<file path="src/design/alcu_pkg.sv">
// ----------------------------------------------------------------------------
// alcu_pkg
// Beat types, operation codes and status codes for the array list unit.
// ----------------------------------------------------------------------------
package alcu_pkg;

  localparam int FUNC_W   = 4;
  localparam int VALUE_W  = 32;
  localparam int POS_W    = 5;
  localparam int STATUS_W = 2;

  localparam logic [FUNC_W-1:0] FUNC_CLEAR  = 4'd0;
  localparam logic [FUNC_W-1:0] FUNC_INSERT = 4'd1;
  localparam logic [FUNC_W-1:0] FUNC_APPEND = 4'd2;
  localparam logic [FUNC_W-1:0] FUNC_REMOVE = 4'd3;
  localparam logic [FUNC_W-1:0] FUNC_START  = 4'd4;
  localparam logic [FUNC_W-1:0] FUNC_END    = 4'd5;
  localparam logic [FUNC_W-1:0] FUNC_PREV   = 4'd6;
  localparam logic [FUNC_W-1:0] FUNC_NEXT   = 4'd7;
  localparam logic [FUNC_W-1:0] FUNC_TO_POS = 4'd8;
  localparam logic [FUNC_W-1:0] FUNC_READ   = 4'd9;

  localparam logic [STATUS_W-1:0] ST_OK      = 2'd0;
  localparam logic [STATUS_W-1:0] ST_FULL    = 2'd1;
  localparam logic [STATUS_W-1:0] ST_NO_ELEM = 2'd2;
  localparam logic [STATUS_W-1:0] ST_RANGE   = 2'd3;

  typedef struct packed {
    logic [FUNC_W-1:0]  func;
    logic [VALUE_W-1:0] item_value;
    logic [POS_W-1:0]   target_position;
  } alcu_in_t;

  typedef struct packed {
    logic [VALUE_W-1:0]  element_value;
    logic [POS_W-1:0]    list_length;
    logic [POS_W-1:0]    cursor_position;
    logic [STATUS_W-1:0] status;
  } alcu_out_t;

endpackage

</file>
<file path="src/design/alcu_ram.sv">
// ----------------------------------------------------------------------------
// alcu_ram
// Generic single-write, single-read RAM with registered read data.
// ----------------------------------------------------------------------------
module alcu_ram #(
  parameter int WIDTH = 32,
  parameter int DEPTH = 16
) (
  input  logic                                   clk,
  input  logic                                   we,
  input  logic [(DEPTH > 1 ? $clog2(DEPTH) : 1)-1:0] waddr,
  input  logic [WIDTH-1:0]                       wdata,
  input  logic [(DEPTH > 1 ? $clog2(DEPTH) : 1)-1:0] raddr,
  output logic [WIDTH-1:0]                       rdata
);

  logic [WIDTH-1:0] mem_r [DEPTH];

  always_ff @(posedge clk) begin
    if (we) begin
      mem_r[waddr] <= wdata;
    end
    rdata <= mem_r[raddr];
  end

endmodule

</file>
<file path="src/design/alcu_ctrl.sv">
// ----------------------------------------------------------------------------
// alcu_ctrl
// Sequencer for the list: holds length and cursor, walks one index counter
// through the element RAM to shift entries for insert and remove.
// ----------------------------------------------------------------------------
module alcu_ctrl
  import alcu_pkg::*;
#(
  parameter int CAPACITY      = 16,
  parameter int ELEMENT_WIDTH = 32
) (
  input  logic                  clk,
  input  logic                  rst_n,
  input  logic                  in_valid,
  output logic                  in_stall,
  input  alcu_in_t              in_data,
  output logic                  mem_we,
  output logic [(CAPACITY > 1 ? $clog2(CAPACITY) : 1)-1:0] mem_waddr,
  output logic [ELEMENT_WIDTH-1:0] mem_wdata,
  output logic [(CAPACITY > 1 ? $clog2(CAPACITY) : 1)-1:0] mem_raddr,
  input  logic [ELEMENT_WIDTH-1:0] mem_rdata,
  output logic                  res_valid,
  input  logic                  res_ready,
  output alcu_out_t             res_data
);

  localparam int AW = (CAPACITY > 1) ? $clog2(CAPACITY) : 1;
  localparam int CW = $clog2(CAPACITY + 1);

  localparam logic [2:0] S_IDLE    = 3'd0;
  localparam logic [2:0] S_DEC     = 3'd1;
  localparam logic [2:0] S_INS_WR  = 3'd2;
  localparam logic [2:0] S_INS_PUT = 3'd3;
  localparam logic [2:0] S_RM_CAP  = 3'd4;
  localparam logic [2:0] S_RM_WR   = 3'd5;
  localparam logic [2:0] S_RD_CAP  = 3'd6;
  localparam logic [2:0] S_RESP    = 3'd7;

  logic [2:0]               state_r, state_nxt;
  logic [CW-1:0]            count_r, count_nxt;
  logic [CW-1:0]            cursor_r, cursor_nxt;
  logic [CW-1:0]            idx_r, idx_nxt;
  logic [FUNC_W-1:0]        func_r;
  logic [ELEMENT_WIDTH-1:0] item_r;
  logic [POS_W-1:0]         tgt_r;
  logic [VALUE_W-1:0]       value_r, value_nxt;
  logic [STATUS_W-1:0]      status_r, status_nxt;

  logic [CW-1:0]  idx_m1, idx_m2, cnt_m1, cnt_p1;
  logic [CW:0]    idx_p1, idx_p2, cnt_x;
  logic           full;
  logic           no_elem;
  logic [63:0]    item_w;
  logic [63:0]    rd_w;
  logic [31:0]    cnt_w, cur_w, tgt_w;

  // Shared index arithmetic used by every shift step
  assign idx_m1 = idx_r - CW'(1);
  assign idx_m2 = idx_r - CW'(2);
  assign idx_p1 = {1'b0, idx_r} + (CW+1)'(1);
  assign idx_p2 = {1'b0, idx_r} + (CW+1)'(2);
  assign cnt_x  = {1'b0, count_r};
  assign cnt_m1 = count_r - CW'(1);
  assign cnt_p1 = count_r + CW'(1);
  assign full    = (count_r == CW'(CAPACITY));
  assign no_elem = (cursor_r >= count_r);

  assign item_w = 64'(in_data.item_value);
  assign rd_w   = 64'(mem_rdata);
  assign cnt_w  = 32'(count_r);
  assign cur_w  = 32'(cursor_r);
  assign tgt_w  = 32'(tgt_r);

  assign in_stall  = (state_r != S_IDLE);
  assign res_valid = (state_r == S_RESP);
  assign res_data.element_value   = value_r;
  assign res_data.list_length     = cnt_w[POS_W-1:0];
  assign res_data.cursor_position = cur_w[POS_W-1:0];
  assign res_data.status          = status_r;

  always_comb begin
    state_nxt  = state_r;
    count_nxt  = count_r;
    cursor_nxt = cursor_r;
    idx_nxt    = idx_r;
    value_nxt  = value_r;
    status_nxt = status_r;
    mem_we     = 1'b0;
    mem_waddr  = idx_r[AW-1:0];
    mem_wdata  = mem_rdata;
    mem_raddr  = idx_r[AW-1:0];
    case (state_r)
      S_IDLE: begin
        if (in_valid) begin
          state_nxt = S_DEC;
        end
      end
      S_DEC: begin
        value_nxt  = '0;
        status_nxt = ST_OK;
        state_nxt  = S_RESP;
        case (func_r)
          FUNC_CLEAR: begin
            count_nxt  = '0;
            cursor_nxt = '0;
          end
          FUNC_INSERT: begin
            if (full) begin
              status_nxt = ST_FULL;
            end else if (count_r > cursor_r) begin
              mem_raddr = cnt_m1[AW-1:0];
              idx_nxt   = count_r;
              state_nxt = S_INS_WR;
            end else begin
              state_nxt = S_INS_PUT;
            end
          end
          FUNC_APPEND: begin
            if (full) begin
              status_nxt = ST_FULL;
            end else begin
              mem_we    = 1'b1;
              mem_waddr = count_r[AW-1:0];
              mem_wdata = item_r;
              count_nxt = cnt_p1;
            end
          end
          FUNC_REMOVE: begin
            if (no_elem) begin
              status_nxt = ST_NO_ELEM;
            end else begin
              mem_raddr = cursor_r[AW-1:0];
              idx_nxt   = cursor_r;
              state_nxt = S_RM_CAP;
            end
          end
          FUNC_START: cursor_nxt = '0;
          FUNC_END:   cursor_nxt = count_r;
          FUNC_PREV: begin
            if (cursor_r != '0) begin
              cursor_nxt = cursor_r - CW'(1);
            end
          end
          FUNC_NEXT: begin
            if (cursor_r < count_r) begin
              cursor_nxt = cursor_r + CW'(1);
            end
          end
          FUNC_TO_POS: begin
            if (tgt_w > cnt_w) begin
              status_nxt = ST_RANGE;
            end else begin
              cursor_nxt = tgt_w[CW-1:0];
            end
          end
          FUNC_READ: begin
            if (no_elem) begin
              status_nxt = ST_NO_ELEM;
            end else begin
              mem_raddr = cursor_r[AW-1:0];
              state_nxt = S_RD_CAP;
            end
          end
          default: ;
        endcase
      end
      S_INS_WR: begin
        // move entry idx-1 up to idx, fetch the next one down meanwhile
        mem_we    = 1'b1;
        mem_waddr = idx_r[AW-1:0];
        mem_wdata = mem_rdata;
        idx_nxt   = idx_m1;
        if (idx_m1 > cursor_r) begin
          mem_raddr = idx_m2[AW-1:0];
        end else begin
          state_nxt = S_INS_PUT;
        end
      end
      S_INS_PUT: begin
        mem_we    = 1'b1;
        mem_waddr = cursor_r[AW-1:0];
        mem_wdata = item_r;
        count_nxt = cnt_p1;
        state_nxt = S_RESP;
      end
      S_RM_CAP: begin
        value_nxt = rd_w[VALUE_W-1:0];
        if (idx_p1 < cnt_x) begin
          mem_raddr = idx_p1[AW-1:0];
          state_nxt = S_RM_WR;
        end else begin
          count_nxt = cnt_m1;
          state_nxt = S_RESP;
        end
      end
      S_RM_WR: begin
        // move entry idx+1 down to idx, fetch the next one up meanwhile
        mem_we    = 1'b1;
        mem_waddr = idx_r[AW-1:0];
        mem_wdata = mem_rdata;
        idx_nxt   = idx_p1[CW-1:0];
        if (idx_p2 < cnt_x) begin
          mem_raddr = idx_p2[AW-1:0];
        end else begin
          count_nxt = cnt_m1;
          state_nxt = S_RESP;
        end
      end
      S_RD_CAP: begin
        value_nxt = rd_w[VALUE_W-1:0];
        state_nxt = S_RESP;
      end
      S_RESP: begin
        if (res_ready) begin
          state_nxt = S_IDLE;
        end
      end
      default: state_nxt = S_IDLE;
    endcase
  end

  always_ff @(posedge clk) begin
    if (!rst_n) begin
      state_r  <= S_IDLE;
      count_r  <= '0;
      cursor_r <= '0;
    end else begin
      state_r  <= state_nxt;
      count_r  <= count_nxt;
      cursor_r <= cursor_nxt;
    end
  end

  always_ff @(posedge clk) begin
    idx_r    <= idx_nxt;
    value_r  <= value_nxt;
    status_r <= status_nxt;
    if (state_r == S_IDLE && in_valid) begin
      func_r <= in_data.func;
      item_r <= item_w[ELEMENT_WIDTH-1:0];
      tgt_r  <= in_data.target_position;
    end
  end

endmodule

</file>
<file path="src/design/array_list_with_cursor_unit.sv">
// ----------------------------------------------------------------------------
// array_list_with_cursor_unit
// Bounded array list with a cursor: insert, append, remove, cursor moves and
// read, one result beat per operation beat.
// ----------------------------------------------------------------------------
//   channel   ports                        beat
//   input     in_valid  in_stall  in_data  operation, item, target position
//   result    out_valid out_stall out_data value, length, cursor, status
//
// Cursor moves, clear, append and failed operations go from decode straight to
// the result. Read adds a RAM read; insert and remove shift the elements in
// between, moving one RAM entry per cycle.
// in_stall is high while an operation is in flight. The result register lets a
// new beat be accepted while the previous result waits on out_stall. Reset
// clears length and cursor; the element RAM is left as is.
// ----------------------------------------------------------------------------
module array_list_with_cursor_unit
  import alcu_pkg::*;
#(
  parameter int CAPACITY      = 16,
  parameter int ELEMENT_WIDTH = 32
) (
  input  logic      clk,
  input  logic      rst_n,
  input  logic      in_valid,
  output logic      in_stall,
  input  alcu_in_t  in_data,
  output logic      out_valid,
  input  logic      out_stall,
  output alcu_out_t out_data
);

  localparam int AW = (CAPACITY > 1) ? $clog2(CAPACITY) : 1;

  logic                     mem_we;
  logic [AW-1:0]            mem_waddr;
  logic [ELEMENT_WIDTH-1:0] mem_wdata;
  logic [AW-1:0]            mem_raddr;
  logic [ELEMENT_WIDTH-1:0] mem_rdata;
  logic                     res_valid;
  logic                     res_ready;
  alcu_out_t                res_data;
  logic                     out_valid_r;
  alcu_out_t                out_data_r;

  alcu_ram #(
    .WIDTH (ELEMENT_WIDTH),
    .DEPTH (CAPACITY)
  ) u_ram (
    .clk   (clk),
    .we    (mem_we),
    .waddr (mem_waddr),
    .wdata (mem_wdata),
    .raddr (mem_raddr),
    .rdata (mem_rdata)
  );

  alcu_ctrl #(
    .CAPACITY      (CAPACITY),
    .ELEMENT_WIDTH (ELEMENT_WIDTH)
  ) u_ctrl (
    .clk       (clk),
    .rst_n     (rst_n),
    .in_valid  (in_valid),
    .in_stall  (in_stall),
    .in_data   (in_data),
    .mem_we    (mem_we),
    .mem_waddr (mem_waddr),
    .mem_wdata (mem_wdata),
    .mem_raddr (mem_raddr),
    .mem_rdata (mem_rdata),
    .res_valid (res_valid),
    .res_ready (res_ready),
    .res_data  (res_data)
  );

  // load a new result once the held beat is gone or leaving
  assign res_ready = !out_valid_r || !out_stall;
  assign out_valid = out_valid_r;
  assign out_data  = out_data_r;

  always_ff @(posedge clk) begin
    if (!rst_n) begin
      out_valid_r <= 1'b0;
    end else if (res_valid && res_ready) begin
      out_valid_r <= 1'b1;
    end else if (!out_stall) begin
      out_valid_r <= 1'b0;
    end
  end

  always_ff @(posedge clk) begin
    if (res_valid && res_ready) begin
      out_data_r <= res_data;
    end
  end

endmodule

</file>
<file path="config.mk">
export PLATFORM = sky130hd
export DESIGN_NAME = array_list_with_cursor_unit
export DESIGN_NICKNAME = d
export VERILOG_FILES = /design/src/design/alcu_pkg.sv /design/src/design/alcu_ram.sv /design/src/design/alcu_ctrl.sv /design/src/design/array_list_with_cursor_unit.sv
export SDC_FILE = /design/constraint.sdc
export NUM_CORES = 1
export LEC_CHECK = 0
export BUFFER_PORTS_ARGS = -buffer_cell sky130_fd_sc_hd__clkbuf_2
export CORE_ASPECT_RATIO = 1.1
export CORE_MARGIN = 4
export CORE_UTILIZATION = 40
export CTS_BUF_LIST = sky130_fd_sc_hd__clkbuf_16
export CTS_CLUSTER_DIAMETER = 60
export DETAILED_ROUTE_END_ITERATION = 8
export SETUP_SLACK_MARGIN = 0.5
export SLEW_MARGIN = 20
export SYNTH_ARGS = -nofsm -noshare
export SYNTH_HDL_FRONTEND = slang
export SYNTH_SLANG_ARGS = --single-unit
export TNS_END_PERCENT = 100
</file>
<file path="constraint.sdc">
create_clock -name clk -period 11.4 [get_ports clk]
set_clock_uncertainty 0.05 [all_clocks]
set_input_delay 2.28 -clock clk [delete_from_list [all_inputs] [get_ports clk]]
set_output_delay 2.28 -clock clk [all_outputs]
set_load 0.05 [all_outputs]
</file>
== Word-level counts from Yosys, hierarchy flattened ==
Memories as Yosys holds them, arrays and structs flattened. A register that Yosys moved wholly into a read port is not among the register bits.
Cells that the tools add are included.

* Flip-flop bits (word level): 138
* Bits in latches: 0
* Bits in writable memories: 512
* Bits in read-only memories: 0
* Input bits: 45
* Word-level logic and storage cells: 136
* Memories kept: 1

* $add $sub $neg: 8
* $mul: 0
* Div/mod/pow operators: 0
* Order comparisons: 7
* Equality and inequality tests: 32
* Shifts and indexed selects: 0
* Muxes and demuxes: 51
* Bitwise gates (word level): 0
* Reduce and logical (&&, ||, !) cells: 23

{| class="wikitable"
|+ Memory list
! memory !! words !! bits a word !! rd ports !! clocked after Yosys merged registers in !! write ports !! line !! text
|-
| u_ram.mem_r || 16 || 32 || 1 || 1 || 1 || alcu_ram.sv:17 || <nowiki>logic [WIDTH-1:0] mem_r [DEPTH];</nowiki>
|}

{| class="wikitable"
|+ Operator list
! cell !! count
|-
| $pmux 32 s2 || 2
|-
| $mux 32 || 2
|-
| $mux 5 || 9
|-
| $mux 4 || 8
|-
| $pmux 5 s5 || 1
|-
| $pmux 3 s7 || 1
|-
| $pmux 5 s2 || 2
|-
| $pmux 5 s4 || 1
|-
| $eq 4x3->1 const B || 4
|-
| $pmux 4 s2 || 2
|-
| $pmux 4 s4 || 1
|-
| $gt 5x5->1 || 3
|-
| $mux 3 || 5
|-
| $ne 3x3->1 const B || 5
|-
| $pmux 5 s3 || 1
|-
| $reduce_and 5->1 || 3
|-
| $sub 5x1->5 const B || 3
|-
| $eq 3x3->1 const B || 4
|-
| $lt 6x5->1 || 2
|-
| $add 5x1->5 const B || 2
|-
| $ne 2x2->1 const B || 5
|-
| $reduce_bool 5->1 || 2
|-
| $reduce_or 2->1 || 5
|-
| $mux 1 || 9
|-
| 27 further kinds || 39
|}

== Depth between registers and ports, before layout ==
* Depth in word-level cells: 6
* Depth in mapped cells: 17
* Mapped depth without buffers: 15

== Modules after synthesis ==
A second synthesis with hierarchy kept.

* Cell total of the unflattened synthesis: 1418
* Area total of the unflattened synthesis: 26975.9 µm²

{| class="wikitable"
|+ Modules (own cells, without submodules)
! module !! instances !! cells an instance !! area each (µm²) !! sequential area each (µm²)
|-
| alcu_ram || 1 || 838 || 19835.3 || 16015.4
|-
| alcu_ctrl || 1 || 531 || 5778.0 || 2662.6
|-
| array_list_with_cursor_unit || 1 || 49 || 1362.6 || 1341.3
|}

== Worst setup path before layout ==
OpenSTA, ideal clock, no wires.

* Kind: input -> register
* Start: input out_stall
* End: register u_ctrl.state_r[1]
* Library setup time: 0.131 ns
* Data arrival time: 4.882 ns
* Required time: 11.219 ns
* Slack: 6.337 ns
* Stages: 4
* Path buffers: 0
* Cells stage by stage: a21oi_1 > nor2_1 > o21ai_0 > a31oi_1

* Longest elaborated chain between the ends: 4

{| class="wikitable"
|+ Ends and longest elaborated chain
! element !! line !! text
|-
| start: declaration || array_list_with_cursor_unit.sv:29 || <nowiki>input logic out_stall,</nowiki>
|-
| $logic_not 1->1 || -- ||
|-
| $logic_or 1x1->1 || array_list_with_cursor_unit.sv:78 || <nowiki>assign res_ready = !out_valid_r || !out_stall;</nowiki>
|-
| $ne 2x1->1 (no source line) || -- ||
|-
| $reduce_and 4->1 (no source line) || -- ||
|-
| end signal: assignment || alcu_ctrl.sv:228 || <nowiki>state_r <= state_nxt;</nowiki>
|-
| end: declaration || alcu_ctrl.sv:39 || <nowiki>logic [2:0] state_r, state_nxt;</nowiki>
|}

Every way passes these cells.
A chain may end at the register's enable or synchronous reset.

== Final worst setup path ==
* Start: register u_ctrl.count_r[2]
* End: register u_ram.rdata[13] (read register of u_ram.mem_r)

* Longest elaborated chain between the ends: 5
* Elaborated cells between the ends (all ways): 13

{| class="wikitable"
|+ Ends and longest elaborated chain
! element !! line !! text
|-
| start: declaration || alcu_ctrl.sv:40 || <nowiki>logic [CW-1:0] count_r, count_nxt;</nowiki>
|-
| start signal: assignment || alcu_ctrl.sv:229 || <nowiki>count_r <= count_nxt;</nowiki>
|-
| $sub 5x1->5 / $gt 5x5->1 (equally long branches) || alcu_ctrl.sv:63, alcu_ctrl.sv:110 ||
|-
| $mux 4 || alcu_ctrl.sv:110 || <nowiki>end else if (count_r > cursor_r) begin</nowiki>
|-
| $mux 4 || alcu_ctrl.sv:108 || <nowiki>if (full) begin</nowiki>
|-
| $pmux 4 s2 || alcu_ctrl.sv:102 || <nowiki>case (func_r)</nowiki>
|-
| $pmux 4 s4 * || alcu_ctrl.sv:92 || <nowiki>case (state_r)</nowiki>
|-
| end: declaration || alcu_ram.sv:14 || <nowiki>output logic [WIDTH-1:0] rdata</nowiki>
|}

Every way passes the cells marked *; elsewhere a longest branch is shown, timed or not.

==> results by group <==
Run status
  – Outcome: finished clean

Final layout
  – Fillers: around 5,900
  – Area delta synth->final: 14.1%
  – Most common cell after layout, fill and taps aside: edfxtp_1
  – Layout cells sized above 1: between 10% and 20%
  – Commonest non-fill, non-tap cells in the layout: 636 x edfxtp_1, 328 x mux2i_1, 90 x clkbuf_2
  – Non-Filler Instances: 2,776
  – Util after Layout: 46.0%
  – # diodes: 0
  – NumNets Final: between 1,500 and 2,000

Route
  – Antenna Nets Post-Route: 0
  – TritonRoute pass-1 iters: 6
  – DRC: 0
  – DR vias/cell: 5.34
  – Vias: between 10,000 and 15,000
  – Post-DR wirelength/cell: between 20 and 25 µm
  – Drt total wl: 64,600 µm
  – Drt initial violations: roughly 1,100

Logic synthesis
  – Cell area after synthesis: about 28,000 µm²
  – Yosys top cell by area: edfxtp_1
  – Leading register cell type out of synthesis: edfxtp_1
  – Cell count after synthesis: ~1,700
  – Sequential area share after synthesis: 72.1%
  – Post-synth EDFFs: approximately 640
  – Yosys reg bits: slightly below 700
  – Synth area leaders: edfxtp_1 69%, mux2i_1 12%, dfxtp_1 3.3%
  – Mean Syn Cell Area: ~17 µm²
  – Netlist cell types: 65
  – YS warnings: 0
  – Mapped Nets: 1,756
  – Top-area cell type share of the netlist area: 68.7%
  – Post-synth ARST share: 0%

Setup path
  – R2R cell count: 13
  – Critical Path Sink: u_ram.rdata[13]
  – Crit path max fanout: 35
  – Worst Setup SP: u_ctrl.count_r[2]
  – RR Startpoint: u_ctrl.count_r[2]
  – Critical path depth in cells: 13
  – CP delay by family, top: compound AO/OA/AOI/OAI gates
  – FF-to-FF End: u_ram.rdata[13]
  – CP bufs+invs: 3
  – Required @ worst endpoint: 11.82 ns
  – Type of the worst setup path: register to register
  – Slowest stage cell on the critical path: dfxtp_1
  – Crit path largest cell delay: ~0.70 ns
  – Worst Path Arrival: 5.59 ns
  – Flop2flop setup slack: just over 6 ns
  – Cells along the critical path: inv_1 -> ha_1 -> a21oi_1 -> o21ai_0 -> a211oi_1 -> a21oi_1 -> o41ai_1 -> nand2_1 -> buf_4 -> nand3b_1 -> buf_4 -> o22a_1 -> nand4_1
  – CP Capture Type: register
  – Crit path launch type: register

Pwr
  – Leakage power: between 10 and 15 nW
  – Clk pwr share: 29.2%
  – VDD IR max: 0.000227 V
  – Comb pwr share: a little over a quarter
  – Reg power frac: 44.3%
  – Cell Int Power: 0.00533 W
  – Power per cell area: roughly 240 nW/µm²
  – Sw frac: between 30 and 40%
  – NetSw: ~0.0024 W

Floorplan
  – Initial Util: slightly above 40%
  – Std cell rows: roughly 100
  – Die X: 259 µm
  – Number of top-level pins: 91
  – Die ar.: 73,700 µm²
  – Chip Height: about 280 µm
  – CORE AREA: a little under 70,000 µm²

Global route
  – First-pass GRT wire length: 97,400 µm
  – Pin count of the biggest net entering global routing: 122
  – Number of global-route vias before repair: around 15,000
  – Antenna violations before repair: 2
  – Global-route total usage across every layer: 17.5%
  – Grt total ovfl: 0

STA
  – Slew Limit Fails: 0
  – Crit path time final: ~5.2 ns
  – Period utilisation layout: a little under half
  – RSZ-0062 raised after global routing: no
  – Slew HR: between 20% and 30%
  – Worst Tran Pin Value: 1.14 ns
  – Fmax: 194 MHz
  – Setup violators final: 0
  – Hold Vio Cnt, Final: 0
  – Worst hold slack: roughly 0.37 ns
  – Setup TNS: 0 ns

Placed design
  – Gpl congestion: 0.847
  – Cell total after placement: 2,642
  – DP HPWL: approximately 36,000 µm
  – IO buf count: 90

Clock network
  – Num CTS Buffers: 72
  – TritonCTS clock tree: done
  – CTS H-tree depth: 3
  – CTS Root Cell: clkbuf_16
  – Post-CTS Setup Bufs: 0
  – Clock slew at reported path FFs: ~0.060 ns
  – Cts hold-fix bufs: 0
  – # resized after CTS: 0
  – Max clock buf depth: 3
  – Clock Sinks: about 680
  – Clk Latency, worst-skew pair: roughly 0.61 ns

Min path
  – Worst Hold Class: register to register

Job
  – Max cap viols: 0
## kinds of logic after synthesis
kind of cell,Yosys count,synth area share (%)
buffers and inverters,111,2.00
multiplexers,360,13.1
XOR/XNOR,15,0.473
AO/OA/AOI/OAI,182,5.04
adder cells (fa/ha/maj),35,1.60
flip-flops,682,72.1
AND/OR/NAND/NOR,291,5.71
## synthesized netlist by cell type, drive strengths merged, types with 13 or more instances
| library cell | count |
|---|---|
| mux2i | 328 |
| or3b | 33 |
| a21oi | 25 |
| and2 | 38 |
| o22a | 64 |
| nand2 | 77 |
| o21ai | 19 |
| nor2 | 42 |
| nor3 | 13 |
| mux2 | 32 |
| nand3 | 14 |
| edfxtp | 636 |
| inv | 26 |
| dfxtp | 46 |
| nand4 | 37 |
| clkbuf | 37 |
| ha | 34 |
| buf | 48 |
## layer usage
metal	vias to the layer above	track usage [%]	wire length [µm]
met5	-	0	0
met4	0	6.03	1810
met3	112	2.47	2800
met2	364	29.4	31900
met1	7544	23.5	28100
li1	6794	-	-
## power groups by stage
| stage | registers [W] | clock network [W] | logic, W |
|---|---|---|---|
| after global placement | 0.00347 | 0 | 0.00200 |
| after detailed placement | 0.00347 | 0 | 0.00205 |
| after global routing | 0.00344 | 0.00242 | 0.00223 |
| after CTS | 0.00342 | 0.00231 | 0.00206 |
| after floorplan | 0.00341 | 0 | 0.00150 |
| final | 0.00342 | 0.00225 | 0.00204 |
## area by class of cell
class	count	area [µm²]	share of cell area [%]
Sequential cell	682	20000	63.2
Timing Repair Buffer	124	718	2.27
Multi-Input combinational cell	883	7390	23.3
Clock buffer	75	1880	5.92
Clock inverter	59	435	1.37
Tap cell	927	1160	3.66
Inverter	26	97.6	0.308
## worst min-delay path by stage
| stage | from | to | slack [ns] | cells past startpoint |
|---|---|---|---|---|
| after CTS | u_ctrl.value_r[3] | out_data[15] | 0.36 | 0 |
| after floorplan | u_ctrl.status_r[0] | out_data[0] | 0.35 | 0 |
| after global placement | u_ctrl.value_r[18] | out_data[30] | 0.35 | 0 |
| after global routing | u_ctrl.value_r[3] | out_data[15] | 0.36 | 0 |
| after detailed placement | u_ctrl.value_r[29] | out_data[41] | 0.35 | 0 |
| final | u_ctrl.value_r[3] | out_data[15] | 0.37 | 0 |
## worst register-to-register path, stage by stage (launching register included)
cell and delay [ns]:
dfxtp_1 0.70, inv_1 0.32, ha_1 0.37, a21oi_1 0.19, o21ai_0 0.25, a211oi_1 0.53, a21oi_1 0.21, o41ai_1 0.55
nand2_1 0.11, buf_4 0.32, nand3b_1 0.60, buf_4 0.53, o22a_1 0.21, nand4_1 0.09
## per-stage QoR
stage	power (W)	setup slack, ns	cell area [µm²]
floorplan	0.00491	6.34	27800
global placement	0.00547	6.36	29400
detailed placement	0.00553	6.32	29400
CTS	0.00779	6.31	31700
global route	0.00808	5.90	31700
finish	0.00771	6.24	31700
## state kept, by name (all words and copies together), names as in the netlist
register and flops:
out_data 44, out_valid 1, u_ctrl.count_r 5, u_ctrl.cursor_r 5
u_ctrl.func_r 4, u_ctrl.idx_r 5, u_ctrl.item_r 32, u_ctrl.state_r 3
u_ctrl.status_r 2, u_ctrl.tgt_r 5, u_ctrl.value_r 32, u_ram.mem_r 512
u_ram.rdata 32
Note: power is estimated with default switching activity, not from simulation.
